--- src/hdl/wspc_pkg.sv ---
// Package for the wheel speed PID controller: widths, register indexes,
// sequencer states. No dependencies.
`default_nettype none
package wspc_pkg;
   localparam int CntW   = 16;
   localparam int BattW  = 12;
   localparam int SpdW   = 21;
   localparam int ErrW   = 22;
   localparam int IntW   = 48;
   localparam int PosW   = 40;
   localparam int VoltW  = 17;
   localparam int DutyW  = 16;
   localparam int GainW  = 24;
   localparam int AccW   = 72;
   localparam int AddrW  = 5;

   localparam logic [2:0] RegEnable   = 3'd0;
   localparam logic [2:0] RegKp       = 3'd1;
   localparam logic [2:0] RegKi       = 3'd2;
   localparam logic [2:0] RegKd       = 3'd3;
   localparam logic [2:0] RegSpdScale = 3'd4;
   localparam logic [2:0] RegDstScale = 3'd5;
   localparam logic [2:0] RegMaxSpeed = 3'd6;
   localparam logic [2:0] RegMaxVolt  = 3'd7;

   localparam logic [1:0] DirBrake   = 2'd0;
   localparam logic [1:0] DirForward = 2'd1;
   localparam logic [1:0] DirReverse = 2'd2;

   // Duty constants: numerator multiplier and denominator scale
   localparam logic [30:0] BattNumK   = 31'd1355713939;
   localparam logic [18:0] BattDenK   = 19'd409600;
   localparam logic [30:0] NoBattNumK = 31'd655350;
   localparam logic [30:0] NoBattDen  = 31'd688128;

   typedef enum logic [3:0] {
      ST_IDLE, ST_SCALE, ST_SPEED, ST_PID_P, ST_PID_I, ST_PID_D, ST_VOLT,
      ST_DUTY_MUL, ST_DUTY_DIV, ST_DONE
   } state_type;

   typedef struct packed {
      logic              start;
      logic [GainW-1:0]  mcand;
      logic signed [IntW:0] mplier;
   } mul_req_type;
endpackage
`default_nettype wire

--- src/hdl/wspc_if.sv ---
// Valid/ready channel interface carrying the request or response payload.
// Depends on nothing.
`default_nettype none
interface wspc_req_if;
   logic               valid;
   logic               ready;
   logic signed [15:0] encoder_count;
   logic [11:0]        battery_reading;
   logic signed [20:0] target_speed;
   logic               clear_position;
   modport source (output valid, encoder_count, battery_reading, target_speed,
                   clear_position, input ready);
   modport sink   (input valid, encoder_count, battery_reading, target_speed,
                   clear_position, output ready);
endinterface

interface wspc_rsp_if;
   logic               valid;
   logic               ready;
   logic [15:0]        duty;
   logic [1:0]         direction;
   logic signed [16:0] drive_voltage;
   logic signed [20:0] measured_speed;
   logic signed [39:0] travelled_distance;
   modport source (output valid, duty, direction, drive_voltage, measured_speed,
                   travelled_distance, input ready);
   modport sink   (input valid, duty, direction, drive_voltage, measured_speed,
                   travelled_distance, output ready);
endinterface
`default_nettype wire

--- src/hdl/wspc_mul.sv ---
// Bit-serial signed-by-unsigned multiplier: one multiplicand bit a cycle,
// product held in a register and flagged in the cycle after the last step.
// Depends on wspc_pkg.
`default_nettype none
module wspc_mul (
   input  wire logic                         clock,
   input  wire logic                         reset,
   input  wire logic                         start,
   input  wire logic [wspc_pkg::GainW-1:0]   mcand,
   input  wire logic signed [wspc_pkg::IntW:0] mplier,
   output logic                              done,
   output logic signed [wspc_pkg::AccW:0]    product
);
   import wspc_pkg::*;

   logic [GainW-1:0]   bits_ff, bits_in;
   logic [4:0]         cnt_ff, cnt_in;
   logic               busy_ff, busy_in;
   logic               done_ff, done_in;
   logic signed [AccW:0] acc_ff, acc_in, addend_ff, addend_in;

   // Shift-add: add the shifted multiplier when the low multiplicand bit is set
   always_comb begin
      bits_in = bits_ff; cnt_in = cnt_ff; busy_in = busy_ff;
      acc_in = acc_ff; addend_in = addend_ff;
      done_in = busy_ff && (cnt_ff == 5'(GainW-1));
      if (start) begin
         bits_in = mcand; cnt_in = 5'd0; busy_in = 1'b1;
         acc_in = '0; addend_in = (AccW+1)'(mplier);
      end else if (busy_ff) begin
         if (bits_ff[0]) acc_in = acc_ff + addend_ff;
         addend_in = addend_ff <<< 1;
         bits_in = bits_ff >> 1;
         cnt_in = cnt_ff + 5'd1;
         if (cnt_ff == 5'(GainW-1)) busy_in = 1'b0;
      end
   end

   always_ff @(posedge clock) begin
      if (reset) begin
         busy_ff <= 1'b0;
         cnt_ff <= '0;
         done_ff <= 1'b0;
      end else begin
         busy_ff <= busy_in;
         cnt_ff <= cnt_in;
         done_ff <= done_in;
      end
      bits_ff <= bits_in;
      acc_ff <= acc_in;
      addend_ff <= addend_in;
   end

   assign done = done_ff;
   assign product = acc_ff;

   a_busy_count: assert property (@(posedge clock) disable iff (reset)
      !busy_ff |-> cnt_ff == 5'd0 || cnt_ff == 5'(GainW))
      else $error("multiplier counter out of step");
   a_done_idle: assert property (@(posedge clock) disable iff (reset)
      done |-> !busy_ff) else $error("done while busy");
   a_done_pulse: assert property (@(posedge clock) disable iff (reset)
      done |=> !done) else $error("done not single");
endmodule
`default_nettype wire

--- src/hdl/wspc_div.sv ---
// Restoring radix-2 divider, one quotient bit a cycle, 64-bit dividend.
// Depends on wspc_pkg.
`default_nettype none
module wspc_div (
   input  wire logic        clock,
   input  wire logic        reset,
   input  wire logic        start,
   input  wire logic [63:0] dividend,
   input  wire logic [30:0] divisor,
   output logic             done,
   output logic [63:0]      quotient
);
   import wspc_pkg::*;

   logic [63:0] quo_ff, quo_in;
   logic [31:0] rem_ff, rem_in;
   logic [30:0] dvs_ff, dvs_in;
   logic [6:0]  cnt_ff, cnt_in;
   logic        busy_ff, busy_in;
   logic [31:0] trial;

   // Shift one dividend bit into the remainder and try a subtract
   always_comb begin
      quo_in = quo_ff; rem_in = rem_ff; dvs_in = dvs_ff;
      cnt_in = cnt_ff; busy_in = busy_ff;
      trial = {rem_ff[30:0], quo_ff[63]};
      if (start) begin
         quo_in = dividend; rem_in = '0; dvs_in = divisor;
         cnt_in = '0; busy_in = 1'b1;
      end else if (busy_ff) begin
         if (trial >= {1'b0, dvs_ff}) begin
            rem_in = trial - {1'b0, dvs_ff};
            quo_in = {quo_ff[62:0], 1'b1};
         end else begin
            rem_in = trial;
            quo_in = {quo_ff[62:0], 1'b0};
         end
         cnt_in = cnt_ff + 7'd1;
         if (cnt_ff == 7'd63) busy_in = 1'b0;
      end
   end

   always_ff @(posedge clock) begin
      if (reset) begin
         busy_ff <= 1'b0;
         cnt_ff <= '0;
      end else begin
         busy_ff <= busy_in;
         cnt_ff <= cnt_in;
      end
      quo_ff <= quo_in;
      rem_ff <= rem_in;
      dvs_ff <= dvs_in;
   end

   assign done = busy_ff && !busy_in && !start;
   assign quotient = quo_in;

   a_rem_bound: assert property (@(posedge clock) disable iff (reset)
      busy_ff && dvs_ff != '0 |-> rem_ff < {1'b0, dvs_ff})
      else $error("remainder exceeds divisor");
   a_done_busy: assert property (@(posedge clock) disable iff (reset)
      done |-> busy_ff) else $error("done without busy");
   a_idle_cnt: assert property (@(posedge clock) disable iff (reset)
      $fell(busy_ff) |-> cnt_ff == 7'd64) else $error("divider ended early");
endmodule
`default_nettype wire

--- src/hdl/wheel_speed_pid_controller_unit.sv ---
// Wheel speed PID controller, top level: register file, sequencer, duty path.
// Depends on wspc_pkg, wspc_if, wspc_mul and wspc_div.
//
// A tick steps through the sequencer states from the accepting edge to the loaded
// result; with the loop disabled the P, I and D products and the voltage clamp are
// skipped. Every product (speed, distance, P, I, D and the duty numerator) runs
// through one shared bit-serial multiplier at one gain bit a cycle, the product
// flagged in the cycle after the last step; the sequencer clamps the voltage, then
// launches the duty product, and the battery division runs at one quotient bit a
// cycle. The block works on one word at a time; the next request word is
// accepted only in the idle state, once the previous result word has been taken
// or is taken in the same cycle.
`default_nettype none
module wheel_speed_pid_controller_unit (
   input  wire logic        clock,
   input  wire logic        reset,
   wspc_req_if.sink         req,
   wspc_rsp_if.source       rsp,
   input  wire logic        csr_psel,
   input  wire logic        csr_penable,
   input  wire logic        csr_pwrite,
   input  wire logic [wspc_pkg::AddrW-1:0] csr_paddr,
   input  wire logic [31:0] csr_pwdata,
   output logic [31:0]      csr_prdata,
   output logic             csr_pready
);
   import wspc_pkg::*;

   // Configuration registers
   logic        en_ff;
   logic [GainW-1:0] kp_ff, ki_ff, kd_ff, sscale_ff, dscale_ff;
   logic [19:0] maxspd_ff;
   logic [15:0] maxv_ff;
   logic        wr;
   logic [2:0]  ridx;

   assign csr_pready = 1'b1;
   assign wr = csr_psel && csr_penable && csr_pwrite;
   assign ridx = csr_paddr[4:2];

   always_ff @(posedge clock) begin
      if (reset) begin
         en_ff <= 1'b0; kp_ff <= '0; ki_ff <= '0; kd_ff <= '0;
         sscale_ff <= '0; dscale_ff <= '0; maxspd_ff <= '1; maxv_ff <= '1;
      end else if (wr) begin
         unique case (ridx)
            RegEnable:   en_ff <= csr_pwdata[0];
            RegKp:       kp_ff <= csr_pwdata[GainW-1:0];
            RegKi:       ki_ff <= csr_pwdata[GainW-1:0];
            RegKd:       kd_ff <= csr_pwdata[GainW-1:0];
            RegSpdScale: sscale_ff <= csr_pwdata[GainW-1:0];
            RegDstScale: dscale_ff <= csr_pwdata[GainW-1:0];
            RegMaxSpeed: maxspd_ff <= csr_pwdata[19:0];
            RegMaxVolt:  maxv_ff <= csr_pwdata[15:0];
            default: ;
         endcase
      end
   end

   // Register readback
   always_comb begin
      csr_prdata = '0;
      unique case (ridx)
         RegEnable:   csr_prdata = 32'(en_ff);
         RegKp:       csr_prdata = 32'(kp_ff);
         RegKi:       csr_prdata = 32'(ki_ff);
         RegKd:       csr_prdata = 32'(kd_ff);
         RegSpdScale: csr_prdata = 32'(sscale_ff);
         RegDstScale: csr_prdata = 32'(dscale_ff);
         RegMaxSpeed: csr_prdata = 32'(maxspd_ff);
         RegMaxVolt:  csr_prdata = 32'(maxv_ff);
         default:     csr_prdata = '0;
      endcase
   end

   // Tick state and working registers
   state_type state_ff, state_in;
   logic signed [CntW-1:0] cnt_ff;
   logic [BattW-1:0]       batt_ff;
   logic signed [SpdW-1:0] tgt_ff;
   logic                   clr_ff;
   logic signed [SpdW-1:0] speed_ff;
   logic signed [IntW-1:0] integ_ff;
   logic signed [ErrW-1:0] perr_ff;
   logic signed [ErrW:0]   deriv_ff;
   logic [PosW-1:0]        pos_ff;
   logic signed [VoltW-1:0] hold_ff;
   logic signed [AccW+1:0] acc_ff;
   logic                   neg_ff;
   logic [63:0]            mag_ff;
   logic                   start_div_ff;

   // Output register
   logic                   ovalid_ff;
   logic [DutyW-1:0]       duty_ff;
   logic [1:0]             dir_ff;
   logic signed [VoltW-1:0] ovolt_ff;
   logic signed [SpdW-1:0] ospd_ff;
   logic [PosW-1:0]        opos_ff;

   // Shared multiplier
   mul_req_type mreq;
   logic mdone;
   logic signed [AccW:0] mprod;
   wspc_mul u_mul (.clock, .reset, .start(mreq.start), .mcand(mreq.mcand),
      .mplier(mreq.mplier), .done(mdone), .product(mprod));

   logic        ddone;
   logic [63:0] dquo;
   logic [30:0] dden;
   assign dden = (batt_ff != '0) ? 31'(BattDenK * 31'(batt_ff)) : NoBattDen;
   wspc_div u_div (.clock, .reset, .start(start_div_ff), .dividend(mag_ff),
      .divisor(dden), .done(ddone), .quotient(dquo));

   logic signed [SpdW-1:0] ctgt;
   logic signed [SpdW:0]   ms;
   logic signed [ErrW-1:0] err_c;
   logic signed [IntW:0]   isum;
   logic signed [IntW-1:0] isat;
   logic signed [AccW+1:0] psat;
   logic signed [AccW+1:0] vfloor;
   logic signed [VoltW-1:0] vclamp;
   logic signed [AccW:0]   sfloor;
   logic signed [17:0]     mvs;
   logic                   accept;
   logic                   deliver;

   assign ms = {1'b0, maxspd_ff};
   assign ctgt = ($signed({tgt_ff[SpdW-1], tgt_ff}) > ms) ? SpdW'(ms) :
                 ($signed({tgt_ff[SpdW-1], tgt_ff}) < -ms) ? SpdW'(-ms) : tgt_ff;
   assign err_c = ErrW'(ctgt) - ErrW'(speed_ff);
   assign isum = (IntW+1)'(integ_ff) + (IntW+1)'(err_c);
   assign isat = (isum[IntW] != isum[IntW-1]) ?
                 {isum[IntW], {(IntW-1){~isum[IntW]}}} : isum[IntW-1:0];
   // Saturate product magnitude at 2^62
   always_comb begin
      psat = (AccW+2)'(mprod);
      if (mprod > $signed((AccW+1)'(1) <<< 62)) psat = (AccW+2)'(1) <<< 62;
      else if (mprod < -$signed((AccW+1)'(1) <<< 62)) psat = -((AccW+2)'(1) <<< 62);
   end
   assign sfloor = mprod >>> 16;
   assign vfloor = acc_ff >>> 16;
   assign mvs = {2'b00, maxv_ff};
   assign vclamp = (vfloor > (AccW+2)'(mvs)) ? VoltW'(mvs) :
                   (vfloor < -(AccW+2)'(mvs)) ? VoltW'(-mvs) : VoltW'(vfloor);

   assign accept = req.valid && req.ready;
   assign deliver = rsp.valid && rsp.ready;
   assign req.ready = (state_ff == ST_IDLE) && (!ovalid_ff || rsp.ready);

   // Sequencer: next state and multiplier starts
   always_comb begin
      state_in = state_ff;
      mreq = '{start: 1'b0, mcand: '0, mplier: '0};
      unique case (state_ff)
         ST_IDLE: if (accept) begin
            state_in = ST_SCALE;
            mreq = '{start: 1'b1, mcand: sscale_ff, mplier: (IntW+1)'(req.encoder_count)};
         end
         ST_SCALE: if (mdone) begin
            state_in = ST_SPEED;
            mreq = '{start: 1'b1, mcand: dscale_ff, mplier: (IntW+1)'(cnt_ff)};
         end
         ST_SPEED: if (mdone) begin
            if (en_ff) begin
               state_in = ST_PID_P;
               mreq = '{start: 1'b1, mcand: kp_ff, mplier: (IntW+1)'(err_c)};
            end else begin
               state_in = ST_DUTY_MUL;
            end
         end
         ST_PID_P: if (mdone) begin
            state_in = ST_PID_I;
            mreq = '{start: 1'b1, mcand: ki_ff, mplier: (IntW+1)'(integ_ff)};
         end
         ST_PID_I: if (mdone) begin
            state_in = ST_PID_D;
            mreq = '{start: 1'b1, mcand: kd_ff, mplier: (IntW+1)'(deriv_ff)};
         end
         ST_PID_D: if (mdone) state_in = ST_VOLT;
         ST_VOLT: state_in = ST_DUTY_MUL;
         ST_DUTY_MUL: begin
            state_in = ST_DUTY_DIV;
            mreq = '{start: 1'b1,
                     mcand: (batt_ff != '0) ? GainW'(BattNumK >> 7) : GainW'(NoBattNumK),
                     mplier: (IntW+1)'(hold_ff)};
         end
         ST_DUTY_DIV: if (mdone) state_in = ST_DONE;
         ST_DONE: if (ddone) state_in = ST_IDLE;
         default: state_in = ST_IDLE;
      endcase
   end

   // Duty numerator for the battery case is K = (K>>7)*128 + (K&127):
   // the low part is added after the serial product.
   logic [6:0] klow;
   assign klow = BattNumK[6:0];
   logic signed [AccW+1:0] numfull;
   assign numfull = (batt_ff != '0) ?
      (((AccW+2)'(mprod) <<< 7) + (AccW+2)'(hold_ff) * (AccW+2)'(klow)) :
      (AccW+2)'(mprod);

   always_ff @(posedge clock) begin
      if (reset) begin
         state_ff <= ST_IDLE;
         ovalid_ff <= 1'b0;
         integ_ff <= '0; perr_ff <= '0; pos_ff <= '0; hold_ff <= '0;
         start_div_ff <= 1'b0;
      end else begin
         state_ff <= state_in;
         start_div_ff <= state_ff == ST_DUTY_DIV && mdone;
         if (deliver) ovalid_ff <= 1'b0;
         unique case (state_ff)
            ST_IDLE: if (accept) begin
               cnt_ff <= req.encoder_count; batt_ff <= req.battery_reading;
               tgt_ff <= req.target_speed; clr_ff <= req.clear_position;
            end
            ST_SCALE: if (mdone) begin
               if (sfloor > (AccW+1)'(1048575)) speed_ff <= SpdW'(1048575);
               else if (sfloor < -(AccW+1)'(1048576)) speed_ff <= SpdW'(-1048576);
               else speed_ff <= SpdW'(sfloor);
            end
            ST_SPEED: if (mdone) begin
               pos_ff <= (clr_ff ? '0 : pos_ff) + PosW'(sfloor);
               if (en_ff) begin
                  deriv_ff <= (ErrW+1)'(err_c) - (ErrW+1)'(perr_ff);
                  perr_ff <= err_c;
                  integ_ff <= isat;
               end
            end
            ST_PID_P: if (mdone) acc_ff <= psat;
            ST_PID_I: if (mdone) acc_ff <= acc_ff + psat;
            ST_PID_D: if (mdone) acc_ff <= acc_ff + psat;
            ST_VOLT: begin
               if (ctgt == '0 && speed_ff == '0) begin
                  integ_ff <= '0; hold_ff <= '0;
               end else begin
                  hold_ff <= vclamp;
               end
            end
            ST_DUTY_DIV: if (mdone) begin
               neg_ff <= numfull < 0;
               mag_ff <= (numfull < 0) ? 64'(-numfull) : 64'(numfull);
            end
            ST_DONE: if (ddone) begin
               duty_ff <= (dquo > 64'd65535) ? 16'hFFFF : dquo[15:0];
               dir_ff <= (dquo == '0) ? DirBrake : (neg_ff ? DirReverse : DirForward);
               ovolt_ff <= hold_ff; ospd_ff <= speed_ff; opos_ff <= pos_ff;
               ovalid_ff <= 1'b1;
            end
            default: ;
         endcase
      end
   end

   assign rsp.valid = ovalid_ff;
   assign rsp.duty = duty_ff;
   assign rsp.direction = dir_ff;
   assign rsp.drive_voltage = ovolt_ff;
   assign rsp.measured_speed = ospd_ff;
   assign rsp.travelled_distance = opos_ff;

   a_busy_block: assert property (@(posedge clock) disable iff (reset)
      state_ff != ST_IDLE |-> !req.ready) else $error("ready while busy");
   a_volt_range: assert property (@(posedge clock) disable iff (reset)
      ovalid_ff |-> ovolt_ff <= 17'sd65535 && ovolt_ff >= -17'sd65535)
      else $error("voltage out of range");
   a_brake: assert property (@(posedge clock) disable iff (reset)
      ovalid_ff && duty_ff == '0 |-> dir_ff == DirBrake)
      else $error("zero duty with drive");
endmodule
`default_nettype wire
--- src/flat_wrapper.sv ---
// flat-port wrapper written by rule: the top's interface ports become plain ports
module wheel_speed_pid_controller_unit_flat import wspc_pkg::*;
  (clock, reset, csr_psel, csr_penable, csr_pwrite, csr_paddr, csr_pwdata, csr_prdata, csr_pready, req_valid, req_encoder_count, req_battery_reading, req_target_speed, req_clear_position, req_ready, rsp_valid, rsp_duty, rsp_direction, rsp_drive_voltage, rsp_measured_speed, rsp_travelled_distance, rsp_ready);
  wspc_req_if req_i ();
  wspc_rsp_if rsp_i ();
  input  wire logic clock;
  input  wire logic reset;
  input  wire logic csr_psel;
  input  wire logic csr_penable;
  input  wire logic csr_pwrite;
  input  wire logic [wspc_pkg::AddrW-1:0] csr_paddr;
  input  wire logic [31:0] csr_pwdata;
  output logic [31:0] csr_prdata;
  output logic csr_pready;
  input wire logic [$bits(req_i.valid)-1:0] req_valid;
  input wire logic [$bits(req_i.encoder_count)-1:0] req_encoder_count;
  input wire logic [$bits(req_i.battery_reading)-1:0] req_battery_reading;
  input wire logic [$bits(req_i.target_speed)-1:0] req_target_speed;
  input wire logic [$bits(req_i.clear_position)-1:0] req_clear_position;
  output wire logic [$bits(req_i.ready)-1:0] req_ready;
  output wire logic [$bits(rsp_i.valid)-1:0] rsp_valid;
  output wire logic [$bits(rsp_i.duty)-1:0] rsp_duty;
  output wire logic [$bits(rsp_i.direction)-1:0] rsp_direction;
  output wire logic [$bits(rsp_i.drive_voltage)-1:0] rsp_drive_voltage;
  output wire logic [$bits(rsp_i.measured_speed)-1:0] rsp_measured_speed;
  output wire logic [$bits(rsp_i.travelled_distance)-1:0] rsp_travelled_distance;
  input wire logic [$bits(rsp_i.ready)-1:0] rsp_ready;
  assign req_i.valid = req_valid;
  assign req_i.encoder_count = req_encoder_count;
  assign req_i.battery_reading = req_battery_reading;
  assign req_i.target_speed = req_target_speed;
  assign req_i.clear_position = req_clear_position;
  assign req_ready = req_i.ready;
  assign rsp_valid = rsp_i.valid;
  assign rsp_duty = rsp_i.duty;
  assign rsp_direction = rsp_i.direction;
  assign rsp_drive_voltage = rsp_i.drive_voltage;
  assign rsp_measured_speed = rsp_i.measured_speed;
  assign rsp_travelled_distance = rsp_i.travelled_distance;
  assign rsp_i.ready = rsp_ready;
  wheel_speed_pid_controller_unit u_core (.clock(clock), .reset(reset), .req(req_i), .rsp(rsp_i), .csr_psel(csr_psel), .csr_penable(csr_penable), .csr_pwrite(csr_pwrite), .csr_paddr(csr_paddr), .csr_pwdata(csr_pwdata), .csr_prdata(csr_prdata), .csr_pready(csr_pready));
endmodule
--- config.mk ---
export PLATFORM = sky130hd
export DESIGN_NAME = wheel_speed_pid_controller_unit_flat
export DESIGN_NICKNAME = d
export VERILOG_FILES = /design/src/hdl/wspc_pkg.sv /design/src/hdl/wspc_if.sv /design/src/hdl/wspc_mul.sv /design/src/hdl/wspc_div.sv /design/src/hdl/wheel_speed_pid_controller_unit.sv /design/src/flat_wrapper.sv
export SDC_FILE = /design/constraint.sdc
export NUM_CORES = 2
export LEC_CHECK = 0
export BUFFER_PORTS_ARGS = -buffer_cell sky130_fd_sc_hd__clkbuf_2
export CORE_ASPECT_RATIO = 0.5
export CORE_MARGIN = 2
export CORE_UTILIZATION = 50
export CTS_BUF_LIST = sky130_fd_sc_hd__clkbuf_2 sky130_fd_sc_hd__clkbuf_4 sky130_fd_sc_hd__clkbuf_8
export CTS_CLUSTER_SIZE = 8
export DETAILED_ROUTE_END_ITERATION = 6
export PLACE_DENSITY = 0.66
export SLEW_MARGIN = 30
export SYNTH_ARGS = -nofsm -noshare
export SYNTH_HDL_FRONTEND = slang
export SYNTH_HIERARCHICAL = 1
export SYNTH_SLANG_ARGS = --single-unit
--- constraint.sdc ---
create_clock -name clock -period 11.6 [get_ports clock]
set_input_delay 0.58 -clock clock [delete_from_list [all_inputs] [get_ports clock]]
set_output_delay 0.58 -clock clock [all_outputs]
set_load 0.1 [all_outputs]
Yosys cells after proc, flatten, opt, wreduce, memory -nomap -nowiden:

Index checks and enable logic that the tools add are counted.

* $add $sub $neg: 14
* multipliers: 2
* $lt $le $gt $ge: 11
* equal/unequal tests: 30
* muxes and demuxes: 56
* bitwise logic cells: 2
* reduce and logical (&&, ||, !) cells: 45

Operators by type and width (count)
* $mux 74: 11
* $pmux 74 s6: 1
* $pmux 32 s8: 1
* $mux 48: 4
* $mux 64: 3
* $add 74x74->74: 2
* $pmux 74 s2: 1
* $mux 73: 2
* $pmux 48 s2: 1
* $lt 58x74->1: 1
* $lt 74x1->1 const B: 1
* $neg 16->74: 1
* $add 73x73->73: 1
* $gt 73x64->1 const B: 1
* $lt 73x63->1 const B: 1
* $mux 24: 3
* $gt 64x16->1 const B: 1
* $logic_not 64->1: 1
* $neg 64->64: 1
* $mux 21: 3
* $gt 58x17->1: 1
* $gt 57x21->1 const B: 1
* $lt 57x21->1 const B: 1
* $mux 17: 3
* 47 further kinds: 113

* register bits after elaboration: 930
* input bits: 94
* output and inout port bits: 131
* word-level logic and storage cells: 201

Depth between registers and ports, before layout:

* word-level depth: 11
* mapped depth: 47
* depth with buffers taken out: 44

Cells and area by module:

Netlist, hierarchy kept.

Modules (own cells, without submodules)
* wheel_speed_pid_controller_unit: instances 1, cells each 5738, area an instance 48716.7 um^2, seq. area each 15685.0 um^2
* wspc_mul: instances 1, cells each 1226, area an instance 11225.8 um^2, seq. area each 4514.3 um^2
* wspc_div: instances 1, cells each 799, area an instance 7214.4 um^2, seq. area each 2992.9 um^2

Least setup slack after synthesis:

Ideal clock, no wire load.

* kind: register to register
* from: register u_core.maxspd_ff[0]
* to: register u_core.integ_ff[35]
* library setup time: 0.070 ns
* arrival: 9.572 ns
* path slack: 1.957 ns
* cell stages (with the launch flop): 46
* path buffers: 5
* clock period less this slack: 9.643 ns
* cell sequence: dfxtp_1 -> nor3_1 -> nand4_1 -> or3_1 -> clkbuf_1 -> o41ai_1 -> o21ai_1 -> ha_1 -> a21o_1 -> a211oi_1 -> nor2_1 -> o21a_1 -> o21ai_0 -> a41oi_1 -> clkbuf_1 -> clkbuf_1 -> and2_0 -> o21ai_0 -> [... 10 more ...] -> nor4_1 -> o41ai_1 -> xor2_1 -> ha_1 -> a21o_1 -> a21o_1 -> a21oi_1 -> nor2_1 -> a211oi_1 -> a211oi_1 -> o31ai_1 -> o21ai_0 -> a31o_2 -> xor2_1 -> clkbuf_1 -> clkbuf_1 -> nor2_1 -> o2bb2ai_1

* cells in the longest elaborated chain, start to end: 11

Ends and longest elaborated chain
* from (decl): RTL line wheel_speed_pid_controller_unit.sv:32 `logic [19:0] maxspd_ff;`
* from (signal assigned): RTL line wheel_speed_pid_controller_unit.sv:53 `RegMaxSpeed: maxspd_ff <= csr_pwdata[19:0];`
* $neg 20->22: RTL line wheel_speed_pid_controller_unit.sv:130 `($signed({tgt_ff[SpdW-1], tgt_ff}) < -ms) ? SpdW'(-ms) : tgt_ff;`
* $lt 21x22->1: RTL line wheel_speed_pid_controller_unit.sv:130
* $mux 21: RTL line wheel_speed_pid_controller_unit.sv:130
* $mux 21 *: RTL line wheel_speed_pid_controller_unit.sv:129 `assign ctgt = ($signed({tgt_ff[SpdW-1], tgt_ff}) > ms) ? SpdW'(ms) :`
* $sub 21x21->22 *: RTL line wheel_speed_pid_controller_unit.sv:131 `assign err_c = ErrW'(ctgt) - ErrW'(speed_ff);`
* named net u_core.err_c[20]: RTL line wheel_speed_pid_controller_unit.sv:117 `logic signed [ErrW-1:0] err_c;`
* $add 48x22->49 *: RTL line wheel_speed_pid_controller_unit.sv:132 `assign isum = (IntW+1)'(integ_ff) + (IntW+1)'(err_c);`
* $ne 1x1->1 / $not 1->1 (equally long branches): RTL line wheel_speed_pid_controller_unit.sv:133, wheel_speed_pid_controller_unit.sv:134
* $mux 48 *: RTL line wheel_speed_pid_controller_unit.sv:133 `assign isat = (isum[IntW] != isum[IntW-1]) ?`
* $mux 48 *: RTL line wheel_speed_pid_controller_unit.sv:225 `if (en_ff) begin`
* $mux 48 *: RTL line wheel_speed_pid_controller_unit.sv:223 `ST_SPEED: if (mdone) begin`
* $pmux 48 s2 *: RTL line wheel_speed_pid_controller_unit.sv:213 `unique case (state_ff)`
* to (signal assigned): RTL line wheel_speed_pid_controller_unit.sv:228 `integ_ff <= isat;`
* to (decl): RTL line wheel_speed_pid_controller_unit.sv:83 `logic signed [IntW-1:0] integ_ff;`

Mark *: on every way through the listed nets, which the timed path passes. The rest lies on a longest branch. The select of a mux whose other input is x is not followed.
A chain may end at the register's enable or synchronous reset.

Worst setup path after layout:

* from: register u_core.maxspd_ff[0]
* to: register u_core.integ_ff[19]

Same word-level chain as after synthesis.

==> impl_metrics.ini <==
[run_status]
status = complete, no violations

[worst_setup_path]
cp_max_fo = 35
start_kind = flip-flop
crit_path_end_kind = flip-flop
crit_path_max_incr_delay_ns = 0.55
crit_top_cell = a21o_1
r2r-start = u_core/maxspd_ff[0]
critPathKind = flip-flop to flip-flop
slowest_stage = or3_1
path_delay_family = compound AO/OA/AOI/OAI gates
startpoint = u_core/maxspd_ff[0]
cp.arrival_ns = 11.63
crit_required_ns = 12.36
crit_buf_inv = 2

[floorplanning]
design.core.area_mm2 = 0.134
die_h_um = 263
die_x_um = 522
io_pins = 225
die_area_mm2 = 0.137
num_rows = 95
start_util_pct = 50.2

[clocking]
cts_buffers = 147
cts_tree = done
cts.sinks = 930
root_buffer = clkbuf_8
clkLatencyLatePin_ns = 0.89
cts.clk_slew.worst_paths_ns = 0.06
clk_path_buf_depth = 3
h-tree-depth = 4

[grt]
grt_pass1_vias = 55900
antenna_found_initial = 9
grt_overflow = 0
grt_max_degree = 91
grt_pass1_wl_mm = 333
grt_use_total_pct = 31.0

[synth]
synth-edff-count = 457
synth_area_leaders = edfxtp_1 20%, dfxtp_1 14%, ha_1 11%
synthDistinctLibCells = 118
synthAdderAreaFrac_pct = 12.1
syn_area_per_cell_um2 = 8.65
yosys.area_share.simple_pct = 17.6
async_flop_share_pct = 0
synth_area_leader_cell = edfxtp_1
seq_area_frac_synth_pct = 34.5
synth_xor_area_share_pct = 5.28
synth_top_family_by_area = compound AO/OA/AOI/OAI gates
yosysMostFrequentCell = nand2_1
synth_top_area_share_pct = 20.4
synthTopCellsByCount = 973 x nand2_1, 709 x a21oi_1, 605 x ha_1
muxShareOfSynthArea_pct = 4.06
synth_top_flop_cell = dfxtp_1
synth-seq-cells = 930
ys_warn_count = 6
synthCells = 7763
synth_area_mm2 = 0.0672
synth_compound_area_share_pct = 21.8

[hold_path]
worstHoldStart = csr_pwdata[8]
hp-class = primary input to flip-flop

[placement]
gp_congestion = 0.969
portBuffers = 205
dpl.hpwl_mm = 160

[drt]
via_per_inst = 6.09
firstDrtPassIters = 6
drt_iter0_drc = 6353
antenna_left = 0
wirelength_mm = 218
num_vias = 60100
wl_per_cell_um = 22.2
drc_errors = 0

[cells_and_area]
nets = 8666
syn2layout_area_growth_pct = 10.1
utilization_pct = 55.3
drive_above_1_share_pct = 10.4

[pwr]
p_per_area_mw_per_mm2 = 142
vdd.ir_drop.worst_v = 0.0000891
p_leak_nw = 31.3

[timing]
whs_ns = 0.0894
max_slew_margin_pct = 22.0
fin_setup_tns_ns = 0
fin_crit_sh_pct = 93.7
min_period_ns = 10.87
max_slew.worst_pin.slew_ns = 1.14
setup_violations = 0
fmax_mhz = 92.0
rsz0062_at_grt = false
maxSlewViolCount = 0
finClkSkew_ns = 0.0490
hold_violations = 0

[run]
max-cap-violations = 0
[power by group]
| part | leakage [nW] | internal, W | switching, W |
|---|---|---|---|
| clock | 1.69 | 0.00165 | 0.00146 |
| combinational | 21.3 | 0.00122 | 0.00220 |
| sequential | 8.25 | 0.00373 | 0.000229 |
[routing by layer]
| metal | share of wire [%] | global-route usage (%) | up-vias |
|---|---|---|---|
| li1 | - | - | 28700 |
| met1 | 46 | 44.8 | 28700 |
| met2 | 42 | 46.2 | 2293 |
| met3 | 8.2 | 5.83 | 378 |
| met4 | 3.3 | 10.8 | 0 |
| met5 | 0 | 0 | - |
[cell usage in the layout, fill, tap and decap left out, types with 77 or more instances in the layout]
master,netlist,layout
a211oi_1,100,99
a21o_1,227,227
a21oi_1,709,708
a22oi_1,109,109
and2_1,88,87
buf_4,12,122
clkbuf_2,3,204
clkbuf_4,0,78
clkbuf_8,3,166
dfxtp_1,473,471
edfxtp_1,457,457
ha_1,605,605
inv_1,384,383
mux2_2,98,98
mux2i_1,144,143
nand2_1,973,970
nand2b_1,87,86
nand3_1,149,147
nand4_1,149,149
nor2_1,478,469
nor2b_1,114,111
nor3_1,137,131
o211ai_1,88,88
o21a_1,77,77
o21ai_0,453,451
xnor2_1,258,258
xor2_1,147,146
[per-stage QoR]
step,area [um^2],total power (W),setup slack (ns),std cells
after floorplan,67200,0.00632,1.96,7784
after global placement,70100,0.00731,0.822,9518
after detailed placement,70100,0.00733,0.702,9518
after CTS,73900,0.0105,0.622,9852
after global routing,74000,0.0110,0.0631,9855
final,74000,0.0105,0.730,9860
[area by class of cell]
class	count	area (um^2)
flip-flops and latches	930	23200
diodes	7	17.5
fillers	12600	59900
inverters	385	1450
repair buffers	393	2620
clock inverters	26	309
multi-input cells	6081	41300
well taps	1794	2240
clock buffers	244	2870
[sequential cells by signal (all words and copies together) (netlist names), 31 cells and up]
signal / cells
u_core/integ_ff: 48
u_core/u_div/quo_ff: 64
u_core/u_div/dvs_ff: 31
u_core/mag_ff: 64
u_core/u_mul/product: 73
u_core/rsp.travelled_distance: 40
u_core/u_div/rem_ff: 31
u_core/u_mul/addend_ff: 73
u_core/acc_ff: 74
u_core/pos_ff: 40
[tightest hold or removal path: stages]
cell and delay, ns:
clkbuf_2 0.19, nand2_1 0.10, a21oi_1 0.05
[kinds of logic (layout without fill, tap and decap cells)]
kind of cell,Yosys count,count (layout)
buffers and inverters,773,1048
xor gates and xnor gates,405,405
other,2,30
muxes,250,250
DFF,930,930
AOI/OAI and AO/OA,2275,2275
adders and majority gates,634,634
and+or+nand+nor,2494,2494
[final timing paths]
kind	to	slack, ns	cells past startpoint
worst max-delay path	u_core/integ_ff[19]	0.73	42
worst min-delay path	u_core/kp_ff[8]	0.09	3
worst min register to register	u_core/rsp.travelled_distance[8]	0.45	0
worst max register to register	u_core/integ_ff[19]	0.73	42
[timing repair]
action                                  CTS  global route
hold endpoints to repair                 98             0
hold buffers                             64             0
buffers inserted                          0             1
resized for setup                         0             1
endpoints found under the setup margin    0            47
Power figures use the tool's default switching activity.
